`src/hdl/lfr_pkg.sv`:
```
// Shared types and constants for the LED frame run-length decoder.
// Depends on nothing; every other file of the block but lfr_div uses it.
`default_nettype none

package lfr_pkg;

   // Record modes held in the encoding register; the unused code decodes as rgb24.
   localparam logic [1:0] ENC_RGB24   = 2'd0;
   localparam logic [1:0] ENC_565_RAW = 2'd1;
   localparam logic [1:0] ENC_565_RLE = 2'd2;

   // RGB565 field masks
   localparam logic [7:0] HI_RED_MASK   = 8'hF8;
   localparam logic [7:0] HI_GREEN_MASK = 8'h07;
   localparam logic [7:0] LO_GREEN_MASK = 8'hE0;
   localparam logic [7:0] LO_BLUE_MASK  = 8'h1F;

   // Register reset values
   localparam logic [1:0]  ENCODING_RST    = ENC_RGB24;
   localparam logic [10:0] LED_COUNT_RST   = 11'd64;
   localparam logic [10:0] LED_COLUMNS_RST = 11'd8;
   localparam logic [15:0] FRAME_COUNT_RST = 16'd1;

   localparam logic [10:0] MAX_COLUMNS = 11'd1024;

   // Shared divider: wide enough for the frame counter plus one
   localparam int DIV_W = 17;

   typedef enum logic [1:0] {
      CSR_ENCODING    = 2'd0,
      CSR_LED_COUNT   = 2'd1,
      CSR_LED_COLUMNS = 2'd2,
      CSR_FRAME_COUNT = 2'd3
   } csr_index_type;

   typedef struct packed {
      logic [7:0] byte0;
      logic [7:0] byte1;
      logic [7:0] byte2;
   } req_type;

   typedef struct packed {
      logic [9:0]  start_row;
      logic [9:0]  start_col;
      logic [7:0]  run_count;
      logic [7:0]  red;
      logic [7:0]  green;
      logic [7:0]  blue;
      logic [15:0] frame_number;
      logic        frame_end;
      logic        overrun;
   } rsp_type;

   // Controller to datapath
   typedef struct packed {
      logic load;        // capture the input record
      logic div_pos;     // start the row and column split
      logic emit;        // register the result, advance the position
      logic div_frame;   // start the frame number wrap
      logic frame_load;  // take the wrapped frame number
   } cmd_type;

   // Datapath to controller
   typedef struct packed {
      logic div_busy;
      logic out_free;
      logic frame_wrap;
   } status_type;

endpackage

`default_nettype wire

```
`src/hdl/lfr_div.sv`:
```
// Restoring divider, one quotient bit per cycle.
// Depends on nothing; used by lfr_datapath for row/column split and frame wrap.
`default_nettype none

module lfr_div #(
   parameter int WIDTH = 17
) (
   input  wire logic             clock,
   input  wire logic             reset,
   input  wire logic             start,
   input  wire logic [WIDTH-1:0] dividend,
   input  wire logic [WIDTH-1:0] divisor,
   output logic                  busy,
   output logic      [WIDTH-1:0] quotient,
   output logic      [WIDTH-1:0] remainder
);

   localparam int CNT_W = $clog2(WIDTH + 1);

   logic [WIDTH-1:0] rem_ff, rem_in;
   logic [WIDTH-1:0] quo_ff, quo_in;
   logic [WIDTH-1:0] dvs_ff, dvs_in;
   logic [CNT_W-1:0] cnt_ff, cnt_in;
   logic             busy_ff, busy_in;
   logic [WIDTH:0]   shifted;
   logic [WIDTH:0]   diff;

   always_comb begin
      rem_in  = rem_ff;
      quo_in  = quo_ff;
      dvs_in  = dvs_ff;
      cnt_in  = cnt_ff;
      busy_in = busy_ff;
      shifted = {rem_ff, quo_ff[WIDTH-1]};
      diff    = shifted - {1'b0, dvs_ff};
      if (start) begin
         rem_in  = '0;
         quo_in  = dividend;
         dvs_in  = divisor;
         cnt_in  = CNT_W'(WIDTH);
         busy_in = 1'b1;
      end else if (busy_ff) begin
         // subtract when the divisor fits, else keep the shifted partial remainder
         if (!diff[WIDTH]) begin
            rem_in = diff[WIDTH-1:0];
            quo_in = {quo_ff[WIDTH-2:0], 1'b1};
         end else begin
            rem_in = shifted[WIDTH-1:0];
            quo_in = {quo_ff[WIDTH-2:0], 1'b0};
         end
         cnt_in  = cnt_ff - 1'b1;
         busy_in = (cnt_ff != CNT_W'(1));
      end
   end

   always_ff @(posedge clock) begin
      if (reset) begin
         busy_ff <= 1'b0;
         cnt_ff  <= '0;
      end else begin
         busy_ff <= busy_in;
         cnt_ff  <= cnt_in;
      end
      rem_ff <= rem_in;
      quo_ff <= quo_in;
      dvs_ff <= dvs_in;
   end

   assign busy      = busy_ff;
   assign quotient  = quo_ff;
   assign remainder = rem_ff;

endmodule

`default_nettype wire

```
`src/hdl/lfr_datapath.sv`:
```
// Datapath of the LED frame decoder: registers, record decode, position and frame tracking.
// Depends on lfr_pkg and lfr_div; driven by commands from lfr_ctrl.
`default_nettype none

module lfr_datapath #(
   parameter int MAX_LEDS = 1024
) (
   input  wire logic                  clock,
   input  wire logic                  reset,
   input  wire lfr_pkg::req_type      req_data,
   output lfr_pkg::rsp_type           rsp_data,
   output logic                       rsp_valid,
   input  wire logic                  rsp_ready,
   input  wire logic                  csr_valid,
   input  wire lfr_pkg::csr_index_type csr_index,
   input  wire logic [15:0]           csr_wdata,
   input  wire lfr_pkg::cmd_type      cmd,
   output lfr_pkg::status_type        status
);

   import lfr_pkg::*;

   // configuration
   logic [1:0]  encoding_ff, encoding_in;
   logic [10:0] led_count_ff, led_count_in;
   logic [10:0] led_columns_ff, led_columns_in;
   logic [15:0] frame_count_ff, frame_count_in;

   // tracking state
   logic [10:0] pos_ff, pos_in;
   logic [15:0] frame_ff, frame_in;

   // record and result
   req_type     rec_ff, rec_in;
   rsp_type     rsp_ff, rsp_in;
   logic        rsp_valid_ff, rsp_valid_in;

   // decode
   logic [10:0] n_eff;
   logic [10:0] c_eff;
   logic [15:0] fc_eff;
   logic [7:0]  run_raw, run_clip;
   logic [7:0]  hi, lo, red, green, blue;
   logic        is565;
   logic [10:0] remaining;
   logic        over;
   logic [11:0] pos_sum;
   logic        run_end;
   logic [16:0] frame_inc;
   logic        wrap;

   // divider
   logic             div_start;
   logic [DIV_W-1:0] div_dividend, div_divisor, div_quo, div_rem;
   logic             div_busy;

   always_comb begin
      n_eff = led_count_ff;
      if (led_count_ff == 11'd0) begin
         n_eff = 11'd1;
      end else if (32'(led_count_ff) > 32'(MAX_LEDS)) begin
         n_eff = 11'(MAX_LEDS);
      end
      c_eff = led_columns_ff;
      if (led_columns_ff == 11'd0) begin
         c_eff = 11'd1;
      end else if (led_columns_ff > MAX_COLUMNS) begin
         c_eff = MAX_COLUMNS;
      end
      fc_eff = (frame_count_ff == 16'd0) ? 16'd1 : frame_count_ff;
   end

   always_comb begin
      run_raw = 8'd1;
      hi      = rec_ff.byte0;
      lo      = rec_ff.byte1;
      is565   = 1'b1;
      unique case (encoding_ff)
         ENC_565_RAW: begin
            run_raw = 8'd1;
            hi      = rec_ff.byte0;
            lo      = rec_ff.byte1;
         end
         ENC_565_RLE: begin
            run_raw = rec_ff.byte0;
            hi      = rec_ff.byte1;
            lo      = rec_ff.byte2;
         end
         default: begin
            is565 = 1'b0;
         end
      endcase
      if (is565) begin
         red   = hi & HI_RED_MASK;
         green = ((hi & HI_GREEN_MASK) << 5) | ((lo & LO_GREEN_MASK) >> 3);
         blue  = (lo & LO_BLUE_MASK) << 3;
      end else begin
         red   = rec_ff.byte0;
         green = rec_ff.byte1;
         blue  = rec_ff.byte2;
      end

      remaining = (pos_ff < n_eff) ? (n_eff - pos_ff) : 11'd0;
      over      = ({3'd0, run_raw} > remaining);
      run_clip  = over ? remaining[7:0] : run_raw;
      pos_sum   = {1'b0, pos_ff} + {4'd0, run_clip};
      run_end   = (pos_sum >= {1'b0, n_eff});
      frame_inc = {1'b0, frame_ff} + 17'd1;
      wrap      = run_end && (frame_inc >= {1'b0, fc_eff});
   end

   assign div_start    = cmd.div_pos || cmd.div_frame;
   assign div_dividend = cmd.div_frame ? frame_inc : {{(DIV_W-11){1'b0}}, pos_ff};
   assign div_divisor  = cmd.div_frame ? {1'b0, fc_eff} : {{(DIV_W-11){1'b0}}, c_eff};

   lfr_div #(
      .WIDTH(DIV_W)
   ) u_div (
      .clock    (clock),
      .reset    (reset),
      .start    (div_start),
      .dividend (div_dividend),
      .divisor  (div_divisor),
      .busy     (div_busy),
      .quotient (div_quo),
      .remainder(div_rem)
   );

   always_comb begin
      encoding_in    = encoding_ff;
      led_count_in   = led_count_ff;
      led_columns_in = led_columns_ff;
      frame_count_in = frame_count_ff;
      if (csr_valid) begin
         unique case (csr_index)
            CSR_ENCODING:    encoding_in    = csr_wdata[1:0];
            CSR_LED_COUNT:   led_count_in   = csr_wdata[10:0];
            CSR_LED_COLUMNS: led_columns_in = csr_wdata[10:0];
            CSR_FRAME_COUNT: frame_count_in = csr_wdata;
            default:         encoding_in    = encoding_ff;
         endcase
      end
   end

   always_comb begin
      rec_in       = cmd.load ? req_data : rec_ff;
      pos_in       = pos_ff;
      frame_in     = frame_ff;
      rsp_in       = rsp_ff;
      rsp_valid_in = rsp_valid_ff && !rsp_ready;
      if (cmd.emit) begin
         // row and column come from the split started at accept
         rsp_in.start_row    = div_quo[9:0];
         rsp_in.start_col    = div_rem[9:0];
         rsp_in.run_count    = run_clip;
         rsp_in.red          = red;
         rsp_in.green        = green;
         rsp_in.blue         = blue;
         rsp_in.frame_number = frame_ff;
         rsp_in.frame_end    = run_end;
         rsp_in.overrun      = over;
         rsp_valid_in        = 1'b1;
         pos_in              = run_end ? 11'd0 : pos_sum[10:0];
         if (run_end && !wrap) begin
            frame_in = frame_inc[15:0];
         end
      end
      if (cmd.frame_load) begin
         frame_in = div_rem[15:0];
      end
   end

   always_ff @(posedge clock) begin
      if (reset) begin
         encoding_ff    <= ENCODING_RST;
         led_count_ff   <= LED_COUNT_RST;
         led_columns_ff <= LED_COLUMNS_RST;
         frame_count_ff <= FRAME_COUNT_RST;
         pos_ff         <= '0;
         frame_ff       <= '0;
         rsp_valid_ff   <= 1'b0;
      end else begin
         encoding_ff    <= encoding_in;
         led_count_ff   <= led_count_in;
         led_columns_ff <= led_columns_in;
         frame_count_ff <= frame_count_in;
         pos_ff         <= pos_in;
         frame_ff       <= frame_in;
         rsp_valid_ff   <= rsp_valid_in;
      end
      rec_ff <= rec_in;
      rsp_ff <= rsp_in;
   end

   assign rsp_data          = rsp_ff;
   assign rsp_valid         = rsp_valid_ff;
   assign status.div_busy   = div_busy;
   assign status.out_free   = !rsp_valid_ff || rsp_ready;
   assign status.frame_wrap = wrap;

endmodule

`default_nettype wire

```
`src/hdl/lfr_ctrl.sv`:
```
// Controller of the LED frame decoder: sequences accept, split, emit and frame wrap.
// Depends on lfr_pkg; drives lfr_datapath by command and reads its status.
`default_nettype none

module lfr_ctrl (
   input  wire logic                clock,
   input  wire logic                reset,
   input  wire logic                req_valid,
   output logic                     req_ready,
   input  wire lfr_pkg::status_type status,
   output lfr_pkg::cmd_type         cmd
);

   import lfr_pkg::*;

   typedef enum logic [1:0] {
      ST_IDLE,
      ST_POS_DIV,
      ST_EMIT,
      ST_FRAME_DIV
   } state_type;

   state_type state_ff, state_in;

   always_comb begin
      state_in  = state_ff;
      cmd       = '0;
      req_ready = 1'b0;
      unique case (state_ff)
         ST_IDLE: begin
            req_ready = 1'b1;
            if (req_valid) begin
               cmd.load    = 1'b1;
               cmd.div_pos = 1'b1;
               state_in    = ST_POS_DIV;
            end
         end
         ST_POS_DIV: begin
            if (!status.div_busy) begin
               state_in = ST_EMIT;
            end
         end
         ST_EMIT: begin
            // hold until the output register is free
            if (status.out_free) begin
               cmd.emit = 1'b1;
               if (status.frame_wrap) begin
                  cmd.div_frame = 1'b1;
                  state_in      = ST_FRAME_DIV;
               end else begin
                  state_in = ST_IDLE;
               end
            end
         end
         ST_FRAME_DIV: begin
            if (!status.div_busy) begin
               cmd.frame_load = 1'b1;
               state_in       = ST_IDLE;
            end
         end
         default: begin
            state_in = ST_IDLE;
         end
      endcase
   end

   always_ff @(posedge clock) begin
      if (reset) begin
         state_ff <= ST_IDLE;
      end else begin
         state_ff <= state_in;
      end
   end

endmodule

`default_nettype wire

```
`src/hdl/led_frame_rle_rgb565_decoder.sv`:
```
// Top level of the LED frame run-length decoder.
// Depends on lfr_pkg, lfr_ctrl, lfr_datapath (and lfr_div below it).
//
// Usage:
//   req_*  : one three-byte record per transfer (rgb24 raw, rgb565 raw or
//            rgb565 run-length, selected by the encoding register).
//   rsp_*  : one result per record: start row/column of the run, clipped
//            run length, 8-bit colour, frame number, frame end, overrun.
//   csr_*  : register writes, index 0 encoding, 1 led_count, 2 led_columns,
//            3 frame_count; always ready. Write only while the block is idle.
//   Path: a record transfer starts the row/column split, and the result is
//   registered at its emit step; the split runs on a 17-bit restoring
//   divider, one quotient bit per cycle. Records are taken one at a time,
//   the next only after the last is emitted; a record that ends the frame
//   and wraps the frame number runs the divider again for the modulo first.
//   Reset: registers return to their defaults, position and frame go to 0.
//   Stall: a result waits in the output register while rsp_ready is low;
//   the next record is accepted meanwhile and is held at its emit step.
`default_nettype none

module led_frame_rle_rgb565_decoder #(
   parameter int MAX_LEDS = 1024
) (
   input  wire logic                   clock,
   input  wire logic                   reset,
   input  wire logic                   req_valid,
   output logic                        req_ready,
   input  wire lfr_pkg::req_type       req_data,
   output logic                        rsp_valid,
   input  wire logic                   rsp_ready,
   output lfr_pkg::rsp_type            rsp_data,
   input  wire logic                   csr_valid,
   output logic                        csr_ready,
   input  wire lfr_pkg::csr_index_type csr_index,
   input  wire logic [15:0]            csr_wdata
);

   import lfr_pkg::*;

   cmd_type    cmd;
   status_type status;

   // registers take a write in any cycle
   assign csr_ready = 1'b1;

   lfr_ctrl u_ctrl (
      .clock    (clock),
      .reset    (reset),
      .req_valid(req_valid),
      .req_ready(req_ready),
      .status   (status),
      .cmd      (cmd)
   );

   lfr_datapath #(
      .MAX_LEDS(MAX_LEDS)
   ) u_dp (
      .clock    (clock),
      .reset    (reset),
      .req_data (req_data),
      .rsp_data (rsp_data),
      .rsp_valid(rsp_valid),
      .rsp_ready(rsp_ready),
      .csr_valid(csr_valid && csr_ready),
      .csr_index(csr_index),
      .csr_wdata(csr_wdata),
      .cmd      (cmd),
      .status   (status)
   );

endmodule

`default_nettype wire

```
`config.mk`:
```
export PLATFORM = sky130hd
export DESIGN_NAME = led_frame_rle_rgb565_decoder
export DESIGN_NICKNAME = d
export VERILOG_FILES = /design/src/hdl/lfr_pkg.sv /design/src/hdl/lfr_div.sv /design/src/hdl/lfr_datapath.sv /design/src/hdl/lfr_ctrl.sv /design/src/hdl/led_frame_rle_rgb565_decoder.sv
export SDC_FILE = /design/constraint.sdc
export NUM_CORES = 1
export LEC_CHECK = 0
export BUFFER_PORTS_ARGS = -buffer_cell sky130_fd_sc_hd__buf_2
export CAP_MARGIN = 5
export CELL_PAD_IN_SITES_DETAIL_PLACEMENT = 1
export CELL_PAD_IN_SITES_GLOBAL_PLACEMENT = 2
export CORE_MARGIN = 5
export CORE_UTILIZATION = 38
export DETAILED_ROUTE_END_ITERATION = 8
export PLACE_DENSITY_LB_ADDON = 0.08
export SLEW_MARGIN = 5
export SYNTH_ARGS = -nofsm -noshare
export SYNTH_HDL_FRONTEND = slang
export SYNTH_SLANG_ARGS = --single-unit
```
`constraint.sdc`:
```
create_clock -name clock -period 10.71 [get_ports clock]
set_input_delay 1.071 -clock clock [delete_from_list [all_inputs] [get_ports clock]]
set_output_delay 1.071 -clock clock [all_outputs]
set_load 0.05 [all_outputs]
```
==> flow_summary.ini <==
[synth]
synthDominantCellAreaShare_pct = 32.21
yosys_warnings = 0
synth_nets = 1328
synthTopCellsByArea = edfxtp_1 32%, dfxtp_1 16%, ha_1 7.8%, nand2_1 5.6%, a21oi_1 3.3%
synth_xor_area_share_pct = 3.698
synth_top_cell_by_area = edfxtp_1
synthSimpleGateAreaFrac_pct = 17.24
synthCells = 1204
synthMuxAreaShare_pct = 2.863
yosysSeqAreaShare_pct = 47.93
synth.ff_latch_count = 220
yosys_most_used_dff = edfxtp_1
synthAdderAreaFrac_pct = 8.326
netlist_area_um2 = 11840
avgSynthCellArea_um2 = 9.835
yosysUniqueCellTypes = 79
synth-compound-area-share_pct = 15.09
ys_async_sr_fraction_pct = 0
synth_top_family_by_area = simple AND/OR/NAND/NOR gates
synth_edf_count = 127

[clocking]
cts_tree = yes
clock_tree.root_cell = clkbuf_16
cts_buffers = 26
cts_setup_buffers = 0
worstSkewPairLatency_ns = 0.54
h-tree-depth = 1
post_cts_resized = 0
clk_pin_slew_ns = 0.06
clock_path_buffers = 3
cts_hold_buf = 0
cts.sinks = 220

[cells_and_area]
drive_gt1_share_pct = 16.80
ff_latch_area_um2 = 5677
multi_input_area_um2 = 5600
nets = 1431
syn_to_final_growth_pct = 15.60
fin_util_pct = 44.63
fillers = 3527

[detailed_routing]
drt_iter0_markers = 511
drc = 0
drt_pass1_iterations = 5
num_vias = 9089
viasPerCell = 5.272
drtAntennaViolNets = 0
drt_wl_total_um = 33360
wl_per_cell_um = 19.35

[power]
p_comb_share_pct = 23.8
seqPwrFrac_pct = 40.3
p_sw_mw = 0.8208
internal_power_mw = 1.804
power.share.clock_pct = 35.9
ir_drop_uv = 110.0
p_leak_nw = 5.379
powerDensity_nw_per_um2 = 191.8
p_sw_share_pct = 31.27

[global_routing]
grt_max_degree = 77
grt_overflow = 0
antenna_found_initial = 1
grtUsageTotal_pct = 18.64
grt_pass1_vias = 9248
grt_first_pass_wirelength_um = 53140

[timing]
period_needed_ns = 9.357
min_period_over_period_pct = 87.37
fin_hold_ws_ns = 0.4779
timing.setup.tns_ns = 0
setup_viol = 0
hold_viol = 0
max_freq_mhz = 106.9
rsz0062_at_grt = false
tightest_slew_ns = 1.063
slew_violations = 0
clock_skew_ns = 0.01043
relSlewSlack_pct = 29.10

[setup_path]
slowest_delay_ns = 0.69
worst_setup_path_start_kind = flop
critPathMostFrequentCell = ha_1
arrival_ns = 9.52
reg2reg_depth = 37
cpMaxStageDelayCell = or3_1
required_ns = 10.87
worstSetupEndpointType = flop
critPathKind = reg -> reg
critPathMaxFanout = 17

[die]
io_pins = 120
rows = 64
initial_utilization_pct = 38.61
die_y_um = 186.5
die_width_um = 186.5
core-area_um2 = 30670
dieArea_um2 = 34790

[place]
dp_hpwl_um = 25220
io_buffers = 118
gp_congestion = 0.8029

[outcome]
status = completed

[hold_path]
hold_depth = 2
hold_path_class = reg -> reg

[job]
drv_cap = 0
-- worst paths after layout --
path | start | endpoint | slack, ns
setup / recovery | u_dp.led_count_ff[6] | u_dp.u_div.quotient[5] | 1.35
hold / removal | u_dp.frame_count_ff[9] | u_dp.frame_count_ff[9] | 0.48
setup reg to reg | u_dp.led_count_ff[6] | u_dp.u_div.quotient[5] | 1.35
hold reg to reg | u_dp.frame_count_ff[9] | u_dp.frame_count_ff[9] | 0.48
-- logic make-up after synthesis --
logic type,after synthesis
compound gates,262
xor+xnor,50
fa+ha+maj,77
buf+inv,140
flops,220
mux,33
other cells,1
simple gates,421
-- registers in the layout, indices dropped and copies added (netlist names) --
signal,count
u_dp.u_div.dvs_ff,16
u_dp.rec_ff,24
u_dp.frame_ff,16
u_dp.frame_count_ff,16
u_dp.rsp_data,70
u_dp.u_div.cnt_ff,5
u_dp.led_columns_ff,11
u_dp.rsp_valid,1
u_dp.led_count_ff,11
u_ctrl.state_ff,2
u_dp.encoding_ff,2
u_dp.u_div.busy,1
u_dp.pos_ff,11
u_dp.u_div.remainder,17
u_dp.u_div.quotient,17
-- layout make-up --
class	count	share of cell area [%]
Sequential cell	220	41.47
Multi-Input combinational cell	844	40.91
Clock buffer	34	5.347
Timing Repair Buffer	126	4.753
Tap cell	396	3.620
Inverter	89	2.468
Clock inverter	14	1.408
Antenna cell	1	0.01828
-- worst max-delay path, delay by kind of cell, from the launching register on --
kind	cells	cell delay, ns
buffers and inverters	2	0.19
adder cells (fa/ha/maj)	5	1.44
AND/OR/NAND/NOR	12	3.12
multiplexers	1	0.36
flip-flops	1	0.32
XOR/XNOR	1	0.17
AO/OA/AOI/OAI	16	3.38
-- cell usage after synthesis (3+ instances only) --
cell / instances
mux2i_1: 26
nor3_2: 4
nand3_1: 34
or2_2: 4
or3_1: 15
nand3b_1: 14
nor4_1: 9
buf_2: 4
clkbuf_1: 38
inv_1: 86
fa_1: 3
and3_1: 9
edfxtp_1: 127
buf_1: 3
a21o_1: 11
buf_6: 4
a31oi_1: 9
nor2_1: 82
a311oi_1: 9
nor3_1: 14
a22oi_1: 7
ha_1: 74
nand2_1: 177
dfxtp_1: 93
a211oi_2: 15
o21ai_1: 4
nor2b_1: 12
o21a_1: 8
and2_1: 10
o22ai_1: 9
xor2_1: 16
o21ai_0: 61
a21oi_1: 79
nand2b_1: 10
xnor2_1: 34
nand4_1: 8
a211oi_1: 15
mux2_2: 7
o211ai_1: 8
-- through the flow --
stage	setup slack [ns]	instances	total power [mW]	instance area, um2
after floorplan	3.063	1204	1.533	11840
after global placement	1.765	1675	1.695	12760
after detailed placement	1.411	1675	1.701	12760
after CTS	1.378	1723	2.657	13690
after global routing	0.6091	1724	2.764	13690
final	1.353	1724	2.625	13690
-- cells in the final DEF, fill, tap and decap left out, types with 11 or more instances in the layout --
cell type / synthesis / final
o21ai_0: 61 / 61
dfxtp_1: 93 / 92
nand2_1: 177 / 177
nand3_1: 34 / 34
a211oi_2: 15 / 15
inv_1: 86 / 85
a21oi_1: 79 / 79
buf_2: 4 / 118
nor3_1: 14 / 13
nand3b_1: 14 / 14
edfxtp_1: 127 / 127
mux2i_1: 26 / 26
clkbuf_16: 0 / 27
xor2_1: 16 / 16
a21o_1: 11 / 11
xnor2_1: 34 / 34
a211oi_1: 15 / 15
or3_1: 15 / 15
nor2b_1: 12 / 12
ha_1: 74 / 74
nor2_1: 82 / 82
-- per-layer routing --
metal	GRT usage [%]	vias to the layer above	wire length (um)
li1	-	4509	-
met1	28.16	4390	17040
met2	28.74	157	14490
met3	2.709	33	1266
met4	3.531	0	566
met5	0	-	0
-- power groups by stage --
stage / sequential, mW / clock [mW] / combinational (mW)
3_5_place_dp: 1.07 / 0 / 0.627
3_3_place_gp: 1.07 / 0 / 0.620
4_1_cts: 1.06 / 0.968 / 0.631
6_report: 1.06 / 0.943 / 0.625
2_1_floorplan: 1.08 / 0 / 0.455
5_1_grt: 1.07 / 1.00 / 0.694
Power figures use the tool's default switching activity.
